## src/design/ive_pkg.sv

```systemverilog
// ----------------------------------------------------------------------------
// ive_pkg: shared types and constants of the increment volatility estimator
// Word formats of both channels, datapath widths and the request and response
// of the shared compare-subtract unit.
// ----------------------------------------------------------------------------
package ive_pkg;

    // Sample width used out of the 16-bit input field and the sample bound
    localparam int SAMPLE_BITS = 16;
    localparam int MAX_SAMPLES = 65536;

    // Datapath widths
    localparam int DIFF_BITS  = SAMPLE_BITS + 1;
    localparam int SQ_BITS    = 2 * DIFF_BITS;
    localparam int SUM_BITS   = 48;
    localparam int FRAC_SHIFT = 16;
    localparam int NUM_BITS   = SUM_BITS + FRAC_SHIFT;
    localparam int ROOT_BITS  = NUM_BITS / 2;
    localparam int ALU_BITS   = ROOT_BITS + 2;
    localparam int COUNT_BITS = $clog2(MAX_SAMPLES + 1);
    localparam int STEP_BITS  = $clog2(NUM_BITS);
    localparam int VOL_BITS   = 24;

    // Input word
    typedef struct packed {
        logic signed [15:0] sample;
        logic               last;
    } in_word_t;

    // Output word
    typedef struct packed {
        logic [VOL_BITS-1:0]   vol_estimate;
        logic [16:0]           sample_count;
        logic                  overflow;
    } out_word_t;

    // Shared compare-subtract unit
    typedef struct packed {
        logic [ALU_BITS-1:0] minuend;
        logic [ALU_BITS-1:0] subtrahend;
    } sub_req_t;

    typedef struct packed {
        logic [ALU_BITS-1:0] difference;
        logic                no_borrow;
    } sub_rsp_t;

endpackage

```

## src/design/ive_sub_unit.sv

```systemverilog
// ----------------------------------------------------------------------------
// ive_sub_unit: shared compare-subtract unit
// Subtracts and reports whether the minuend was at least the subtrahend.
// Serves both the restoring divider and the digit-by-digit square root.
// ----------------------------------------------------------------------------
module ive_sub_unit
    import ive_pkg::*;
(
    input  sub_req_t req,
    output sub_rsp_t rsp
);

    logic [ALU_BITS:0] wide_diff;

    // Subtract with one extra bit to catch the borrow
    assign wide_diff = {1'b0, req.minuend} - {1'b0, req.subtrahend};

    assign rsp.difference = wide_diff[ALU_BITS-1:0];
    assign rsp.no_borrow  = ~wide_diff[ALU_BITS];

endmodule

```

## src/design/increment_volatility_estimator.sv

```systemverilog
// ----------------------------------------------------------------------------
// increment_volatility_estimator: volatility of a sampled path
// Sums squared successive differences and, on the last sample, returns
// floor(sqrt(floor(sum * 65536 / count))) with 8 fraction bits.
// ----------------------------------------------------------------------------
// Sequence: the first sample of a sequence is only accepted, every later
// sample is accepted, squared and accumulated. The last sample then adds a
// restoring divide and a square root, both on the one shared compare-subtract
// unit, with a setup state before each and a hand-off state before the result
// word is loaded. in_ready is
// low while a word is in work. The result sits in an output register, so the
// next sequence may start while it waits; only loading the next result waits
// on out_ready. A sample that arrives with the count at the bound is dropped
// and sets the overflow flag.
// ----------------------------------------------------------------------------
module increment_volatility_estimator
    import ive_pkg::*;
(
    input  logic      clk,
    input  logic      rst_n,
    input  logic      in_valid,
    output logic      in_ready,
    input  in_word_t  in_data,
    output logic      out_valid,
    input  logic      out_ready,
    output out_word_t out_data
);

    typedef enum logic [2:0] {
        ST_IDLE,
        ST_SQUARE,
        ST_ACCUM,
        ST_DIV_INIT,
        ST_DIV,
        ST_SQRT_INIT,
        ST_SQRT,
        ST_DONE
    } state_t;

    state_t                       state_reg, state_next;
    logic signed [SAMPLE_BITS-1:0] prev_reg, prev_next;
    logic                         have_prev_reg, have_prev_next;
    logic [SUM_BITS-1:0]          sum_reg, sum_next;
    logic [COUNT_BITS-1:0]        count_reg, count_next;
    logic                         ovf_reg, ovf_next;
    logic                         last_reg, last_next;
    logic signed [DIFF_BITS-1:0]  diff_reg, diff_next;
    logic [SQ_BITS-1:0]           sq_reg, sq_next;
    logic [NUM_BITS-1:0]          work_reg, work_next;
    logic [ALU_BITS-1:0]          rem_reg, rem_next;
    logic [ROOT_BITS-1:0]         root_reg, root_next;
    logic [STEP_BITS-1:0]         step_reg, step_next;
    logic                         out_valid_reg, out_valid_next;
    out_word_t                    out_data_reg, out_data_next;

    sub_req_t                     sub_req;
    sub_rsp_t                     sub_rsp;

    logic signed [SAMPLE_BITS-1:0] in_sample;
    logic [DIFF_BITS-1:0]         diff_mag;
    logic [SUM_BITS:0]            sum_wide;
    logic [COUNT_BITS-1:0]        divisor;
    logic [VOL_BITS-1:0]          vol_sat;

    ive_sub_unit u_sub (
        .req (sub_req),
        .rsp (sub_rsp)
    );

    // Use the low sample bits, sign-extended
    assign in_sample = signed'(in_data.sample[SAMPLE_BITS-1:0]);

    // Magnitude of the stored difference
    assign diff_mag = diff_reg[DIFF_BITS-1] ? DIFF_BITS'(-diff_reg) : DIFF_BITS'(diff_reg);

    // Saturating accumulate
    assign sum_wide = {1'b0, sum_reg} + (SUM_BITS + 1)'(sq_reg);

    // Guard against an empty count
    assign divisor = (count_reg == '0) ? COUNT_BITS'(1) : count_reg;

    // Clamp the root to the output width
    assign vol_sat = (|root_reg[ROOT_BITS-1:VOL_BITS]) ? '1 : root_reg[VOL_BITS-1:0];

    assign in_ready  = (state_reg == ST_IDLE);
    assign out_valid = out_valid_reg;
    assign out_data  = out_data_reg;

    // Sequencer and datapath next values
    always_comb
    begin
        state_next     = state_reg;
        prev_next      = prev_reg;
        have_prev_next = have_prev_reg;
        sum_next       = sum_reg;
        count_next     = count_reg;
        ovf_next       = ovf_reg;
        last_next      = last_reg;
        diff_next      = diff_reg;
        sq_next        = sq_reg;
        work_next      = work_reg;
        rem_next       = rem_reg;
        root_next      = root_reg;
        step_next      = step_reg;
        out_valid_next = out_valid_reg;
        out_data_next  = out_data_reg;
        sub_req        = '0;

        // Drop the result word once taken
        if (out_valid_reg && out_ready)
        begin
            out_valid_next = 1'b0;
        end

        case (state_reg)
            ST_IDLE:
            begin
                if (in_valid)
                begin
                    last_next = in_data.last;
                    if (count_reg >= COUNT_BITS'(MAX_SAMPLES))
                    begin
                        ovf_next   = 1'b1;
                        state_next = in_data.last ? ST_DIV_INIT : ST_IDLE;
                    end
                    else
                    begin
                        if (have_prev_reg)
                        begin
                            diff_next  = DIFF_BITS'(in_sample) - DIFF_BITS'(prev_reg);
                            state_next = ST_SQUARE;
                        end
                        else
                        begin
                            state_next = in_data.last ? ST_DIV_INIT : ST_IDLE;
                        end
                        prev_next      = in_sample;
                        have_prev_next = 1'b1;
                        count_next     = count_reg + COUNT_BITS'(1);
                    end
                end
            end

            ST_SQUARE:
            begin
                sq_next    = SQ_BITS'(diff_mag) * SQ_BITS'(diff_mag);
                state_next = ST_ACCUM;
            end

            ST_ACCUM:
            begin
                sum_next   = sum_wide[SUM_BITS] ? '1 : sum_wide[SUM_BITS-1:0];
                state_next = last_reg ? ST_DIV_INIT : ST_IDLE;
            end

            ST_DIV_INIT:
            begin
                work_next  = {sum_reg, FRAC_SHIFT'(0)};
                rem_next   = '0;
                step_next  = '0;
                state_next = ST_DIV;
            end

            // Restoring divide, one quotient bit per cycle
            ST_DIV:
            begin
                sub_req.minuend    = ALU_BITS'({rem_reg[COUNT_BITS-1:0],
                                                work_reg[NUM_BITS-1]});
                sub_req.subtrahend = ALU_BITS'(divisor);
                rem_next  = sub_rsp.no_borrow ? sub_rsp.difference : sub_req.minuend;
                work_next = {work_reg[NUM_BITS-2:0], sub_rsp.no_borrow};
                step_next = step_reg + STEP_BITS'(1);
                if (step_reg == STEP_BITS'(NUM_BITS - 1))
                begin
                    state_next = ST_SQRT_INIT;
                end
            end

            ST_SQRT_INIT:
            begin
                rem_next   = '0;
                root_next  = '0;
                step_next  = '0;
                state_next = ST_SQRT;
            end

            // Digit-by-digit square root, one root bit per cycle
            ST_SQRT:
            begin
                sub_req.minuend    = {rem_reg[ROOT_BITS-1:0], work_reg[NUM_BITS-1 -: 2]};
                sub_req.subtrahend = {root_reg, 2'b01};
                rem_next  = sub_rsp.no_borrow ? sub_rsp.difference : sub_req.minuend;
                root_next = {root_reg[ROOT_BITS-2:0], sub_rsp.no_borrow};
                work_next = {work_reg[NUM_BITS-3:0], 2'b00};
                step_next = step_reg + STEP_BITS'(1);
                if (step_reg == STEP_BITS'(ROOT_BITS - 1))
                begin
                    state_next = ST_DONE;
                end
            end

            // Load the result word once the output register is free and clear the sequence state
            ST_DONE:
            begin
                if (!out_valid_reg || out_ready)
                begin
                    out_data_next.vol_estimate = vol_sat;
                    out_data_next.sample_count = 17'(count_reg);
                    out_data_next.overflow     = ovf_reg;
                    out_valid_next = 1'b1;
                    prev_next      = '0;
                    have_prev_next = 1'b0;
                    sum_next       = '0;
                    count_next     = '0;
                    ovf_next       = 1'b0;
                    state_next     = ST_IDLE;
                end
            end

            default:
            begin
                state_next = ST_IDLE;
            end
        endcase
    end

    // Hold state, datapath and registered outputs
    always_ff @(posedge clk or negedge rst_n)
    begin
        if (!rst_n)
        begin
            state_reg     <= ST_IDLE;
            prev_reg      <= '0;
            have_prev_reg <= 1'b0;
            sum_reg       <= '0;
            count_reg     <= '0;
            ovf_reg       <= 1'b0;
            last_reg      <= 1'b0;
            step_reg      <= '0;
            out_valid_reg <= 1'b0;
            diff_reg      <= '0;
            sq_reg        <= '0;
            work_reg      <= '0;
            rem_reg       <= '0;
            root_reg      <= '0;
            out_data_reg  <= '0;
        end
        else
        begin
            state_reg     <= state_next;
            prev_reg      <= prev_next;
            have_prev_reg <= have_prev_next;
            sum_reg       <= sum_next;
            count_reg     <= count_next;
            ovf_reg       <= ovf_next;
            last_reg      <= last_next;
            step_reg      <= step_next;
            out_valid_reg <= out_valid_next;
            diff_reg      <= diff_next;
            sq_reg        <= sq_next;
            work_reg      <= work_next;
            rem_reg       <= rem_next;
            root_reg      <= root_next;
            out_data_reg  <= out_data_next;
        end
    end

endmodule
```

## config.mk

```make
export PLATFORM = sky130hd
export DESIGN_NAME = increment_volatility_estimator
export DESIGN_NICKNAME = d
export VERILOG_FILES = /design/src/design/ive_pkg.sv /design/src/design/ive_sub_unit.sv /design/src/design/increment_volatility_estimator.sv
export SDC_FILE = /design/constraint.sdc
export NUM_CORES = 1
export LEC_CHECK = 0
export BUFFER_PORTS_ARGS = -buffer_cell sky130_fd_sc_hd__buf_2
export CAP_MARGIN = 20
export CORE_MARGIN = 2
export CORE_UTILIZATION = 35
export CTS_BUF_LIST = sky130_fd_sc_hd__clkbuf_4 sky130_fd_sc_hd__clkbuf_8
export CTS_CLUSTER_DIAMETER = 100
export DETAILED_ROUTE_END_ITERATION = 8
export SKIP_LAST_GASP = 1
export SYNTH_ARGS = -nofsm -noshare
export SYNTH_HDL_FRONTEND = slang
export SYNTH_HIERARCHICAL = 1
export SYNTH_SLANG_ARGS = --single-unit
```

## constraint.sdc

```tcl
create_clock -name clk -period 11.1 [get_ports clk]
set_clock_uncertainty 0.1 [all_clocks]
set_input_delay 1.665 -clock clk [delete_from_list [all_inputs] [get_ports clk]]
set_output_delay 1.665 -clock clk [all_outputs]
set_load 0.01 [all_outputs]
```

==> impl_metrics.toml, run 1 <==
[global_route]
track_usage_pct = 17.3
grt_pass1_wl_um = 116000
antenna_found_initial = 1
grt_pass1_vias = 22100
grt_max_degree = 154
globalRouteOverflowTotal = 0

[placed_design]
place_congestion = 0.912
portBuffers = 64
dp_worst_setup_slack_ps = 2420
dp_hpwl_um = 51800

[sta]
fmax_ghz = 0.114
final_hold_viol_count = 0
period_share_pct = 79.2
slew-limit-headroom_pct = 25.8
maxSlewViolCount = 0
layout_setup_ws_ps = 2310
worst_pin_slew_ps = 1110
rsz0062_at_grt = "false"
tns_ps = 0
finalSetupViolCount = 0
fin_crit_ps = 8790

[critical_path]
reg2reg_setup_slack_ps = 2310
path_buf_inv = 6
critPathMaxStageDelay_ps = 580
worstPathMaxFanout = 12
cp.arrival_ps = 9140
path_class = "reg -> reg"
cp.required_ps = 11450
crit_family = "adder cells"
cp-end-kind = "flip-flop"
cp-start-kind = "flip-flop"
cp_slowest_cell = "xnor2_1"

[cts]
cts_tree = "built"
cts.sinks = 314
clk_pin_slew_ps = 70
cts_hold_buf = 0
post_cts_buffers = 0
htree_levels = 2
root_buffer = "clkbuf_8"
clk_latency_ps = 670
numCtsBuffers = 58
cts_max_path_buffers = 3
cts_resized = 0

[final_layout]
largest_reg_flops = 64
fin_nets = 3584
fillCellCount = 8001
drive_gt1_share_pct = 8.28
area_growth_pct = 9.20

[route]
routedWlPerCell_um = 16.4
drc = 0
drtPass1Iterations = 8
drt_iter0_drc = 1251
wl_um = 69700
postRouteAntennaNets = 0
vias = 22000
vias_per_cell = 5.17

[yosys]
synth.avg_cell_area_um2 = 8.66
syn_inst = 3187
syn_area_um2 = 27600
yosys_warnings = 6

[floorplanning]
die_h_um = 285
die_w_um = 285
ios = 65
die_area_um2 = 81100
rows = 102
design.core.area_um2 = 77700
initial_utilization_pct = 35.5

[run_status]
outcome = "complete, no violations"

[run]
cap_violations = 0

[hold_path]
hold_class = "reg -> reg"
per-layer routing:
metal / global-route usage (%) / part of all wire, %
met1: 24.4 / 48
met2: 27.8 / 45
met3: 2.31 / 3.7
met4: 4.64 / 2.5
met5: 0 / 0
per-stage QoR:
stage	instance area [µm²]	hold WS, ps	utilization, %	instances
after global placement	28800	355	37.1	4152
after floorplan	27600	339	-	3197
after detailed placement	28900	356	37.1	4155
final	30100	367	38.8	4255
after global routing	30100	400	38.8	4255
after CTS	30100	371	38.8	4254
final cells by class:
type / instances / area [µm²] / area share (%)
Antenna cell: 1 / 2.50 / 0.00830
Clock buffer: 91 / 1160 / 3.84
Clock inverter: 8 / 126 / 0.419
Inverter: 380 / 1430 / 4.74
Multi-Input combinational cell: 2331 / 17700 / 58.8
Sequential cell: 314 / 7860 / 26.1
Tap cell: 1040 / 1300 / 4.32
Timing Repair Buffer: 90 / 553 / 1.83
path summary, 6_finish.rpt:
check	from	endpoint	cells past startpoint
min in group asynchronous	rst_n	root_reg[31]$_DFFE_PN0P_	1
max in group asynchronous	rst_n	sq_reg[13]$_DFFE_PN0P_	2
worst max register to register	diff_reg[0]$_DFFE_PN0P_	sq_reg[31]$_DFFE_PN0P_	26
worst min-delay path	have_prev_reg$_DFFE_PN0P_	have_prev_reg$_DFFE_PN0P_	2
worst max-delay path	diff_reg[0]$_DFFE_PN0P_	sq_reg[31]$_DFFE_PN0P_	26
worst min register to register	have_prev_reg$_DFFE_PN0P_	have_prev_reg$_DFFE_PN0P_	2
worst reg2reg max path, cell delays in order (launching register included):
cell,delay (ps)
dfrtp_1,570
inv_1,320
ha_1,310
nand3b_1,250
o31ai_1,140
xnor2_1,580
inv_1,470
nor2_1,380
fa_1,500
inv_1,90
fa_1,440
fa_1,520
inv_1,50
fa_1,460
fa_1,540
inv_1,50
fa_1,520
inv_1,40
ha_1,390
o21ai_0,160
a211oi_1,290
nand3_1,170
a211oi_1,530
o2111ai_1,230
o21ai_0,260
xnor2_1,150
o21ai_0,80
placed cells by master, fill, tap and decap left out, types with 44 or more instances in the layout:
| master | count |
|---|---|
| nand2_1 | 406 |
| inv_1 | 368 |
| dfrtp_1 | 311 |
| o21ai_0 | 236 |
| nor2_1 | 227 |
| a21oi_1 | 208 |
| fa_1 | 195 |
| ha_1 | 193 |
| mux2i_1 | 101 |
| clkbuf_8 | 76 |
| xnor2_1 | 74 |
| a21o_1 | 71 |
| buf_2 | 63 |
| and3_1 | 61 |
| nand3_1 | 44 |
Power of run 1 is left out: the tool's default activity adds up to more than one toggle a clock period on the data nets, which glitch-free logic cannot reach.
==> inputs of run 2 (changes only) <==
==> constraint.sdc (replaced) <==
create_clock -name clk -period 8.15 [get_ports clk]
set_clock_uncertainty 0.1 [all_clocks]
set_input_delay 1.2225 -clock clk [delete_from_list [all_inputs] [get_ports clk]]
set_output_delay 1.2225 -clock clk [all_outputs]
set_load 0.01 [all_outputs]
==> run 2 against run 1 <==
Global-route usage shrank 0.37 points. Sequential share of layout area down 0.35 points. Final area increased by 1.4%. Flip-flop and latch count unchanged. Register-to-register slack lost 2100 ps. Hold slack better by 4.7 ps. Highest routed layer unchanged.
==> impl_metrics.toml, run 2 (same netlist as run 1, synthesis figures left out) <==
[route]
drc = 0
wl_met1_um = 34100
routedWlPerCell_um = 16.1
drtPass1Iterations = 7
postRouteAntennaNets = 0
wl_um = 69000
vias = 22100
dr_wl_met2_um = 30800
wl_met3_um = 2710
highest_layer = "met4"
drt_iter0_drc = 1529
vias_per_cell = 5.14

[critical_path]
crit_family = "adder cells"
crit_top_cell = "fa_1"
critPathMaxStageDelay_ps = 560
cp-start-kind = "flip-flop"
worstPathMaxFanout = 5
cp.arrival_ps = 8410
cp-end-kind = "flip-flop"
path_class = "reg -> reg"
cp_slowest_cell = "fa_2"
cp.required_ps = 8620
path_buf_inv = 5
reg2reg_setup_slack_ps = 210

[cts]
cts.sinks = 314
clk_latency_ps = 700
clk_pin_slew_ps = 60
cts_max_path_buffers = 3
numCtsBuffers = 54
root_buffer = "clkbuf_8"
cts_tree = "built"
htree_levels = 2

[run_status]
outcome = "complete, no violations"

[final_layout]
drive_gt1_share_pct = 10.0
largest_reg_flops = 64
fin_cells = 4296
fin_nets = 3621
area_growth_pct = 10.7
mostFrequentLayoutCell = "nand2_1"
mostFrequentLayoutCells = "405 x nand2_1, 367 x inv_1, 311 x dfrtp_1"

[placed_design]
placed_cells = 4186
dp_hpwl_um = 51600
place_congestion = 0.877
portBuffers = 64

[global_route]
globalRouteOverflowTotal = 0
grt_pass1_wl_um = 114000
antenna_found_initial = 1
grt_max_degree = 118
grt_pass1_vias = 22000
track_usage_pct = 16.9

[sta]
final_hold_viol_count = 0
finalSetupViolCount = 0
rsz0062_at_grt = "true"
fmax_ghz = 0.126
worst_pin_slew_ps = 1130
fin_crit_ps = 7940
maxSlewViolCount = 0
slew-limit-headroom_pct = 24.8
period_share_pct = 97.4

[floorplanning]
die_h_um = 285
die_w_um = 285
design.core.area_um2 = 77700
die_area_um2 = 81100
rows = 102
ios = 65
initial_utilization_pct = 35.5

[hold_path]
hold_class = "reg -> reg"

[run]
cap_violations = 0
## run 2: cell types whose count changed in the layout (fill, tap and decap cells not counted), moves of 3 or more
cell / previous run / this run
o21ai_0: 236 / 231
ha_1: 193 / 190
o21ai_1: 3 / 7
xnor2_1: 74 / 71
clkbuf_8: 76 / 65
ha_4: 0 / 3
clkbuf_4: 15 / 24
xnor2_2: 0 / 3
buf_4: 23 / 62
a211oi_1: 22 / 18
a211oi_2: 0 / 3
## run 2: per-layer routing
layer / up-vias / GRT usage (%)
li1: 10800 / -
met1: 10800 / 24.5
met2: 380 / 26.7
met3: 102 / 2.32
met4: 0 / 4.01
met5: - / 0
## run 2: cell type report
type	instances	area, µm²
clock inverter	10	129
inverter	380	1430
antenna	1	2.50
timing repair buffer	131	897
multi-input combinational	2331	17900
tap	1040	1300
clock buffer	89	1070
fill	7851	47200
sequential	314	7860
## run 2: worst register-to-register path, delay by kind of cell, from the launching register on
kind	cells	cell delay, ps
AOI/OAI and AO/OA	6	1390
and+or+nand+nor	7	2100
buffers and inverters	5	380
DFF	1	410
adders and majority gates	7	3040
xor gates and xnor gates	2	420
## run 2: path summary, 6_finish.rpt
check | from | endpoint | depth (start not counted)
max in group asynchronous | rst_n | diff_reg[14]$_DFFE_PN0P_ | 2
max | diff_reg[7]$_DFFE_PN0P_ | sq_reg[33]$_DFFE_PN0P_ | 27
min in group asynchronous | rst_n | root_reg[30]$_DFFE_PN0P_ | 1
min reg2reg | out_data[16]$_DFFE_PN0P_ | out_data[16]$_DFFE_PN0P_ | 2
max reg2reg | diff_reg[7]$_DFFE_PN0P_ | sq_reg[33]$_DFFE_PN0P_ | 27
min | out_data[16]$_DFFE_PN0P_ | out_data[16]$_DFFE_PN0P_ | 2
## run 2: per-stage QoR
step / util, % / instance area (µm²) / TNS [ps] / hold slack (ps) / worst slack (ps)
6_report: 39.3 / 30600 / 0 / 372 / 211
5_1_grt: 39.3 / 30600 / -260 / 402 / -90.0
4_1_cts: 39.0 / 30300 / 0 / 374 / 5.25
3_5_place_dp: 37.5 / 29100 / 0 / 355 / 41.9
3_3_place_gp: 37.4 / 29100 / 0 / 355 / 93.6
2_1_floorplan: - / 27600 / 0 / 339 / 237
## run 2: repair_timing
item                       CTS  global route
pin swaps                    0            30
setup buffers                0            10
setup endpoints to repair    2            11
hold buffers                 0             0
resized for setup            2            30
Power of run 2 is left out for the same reason.
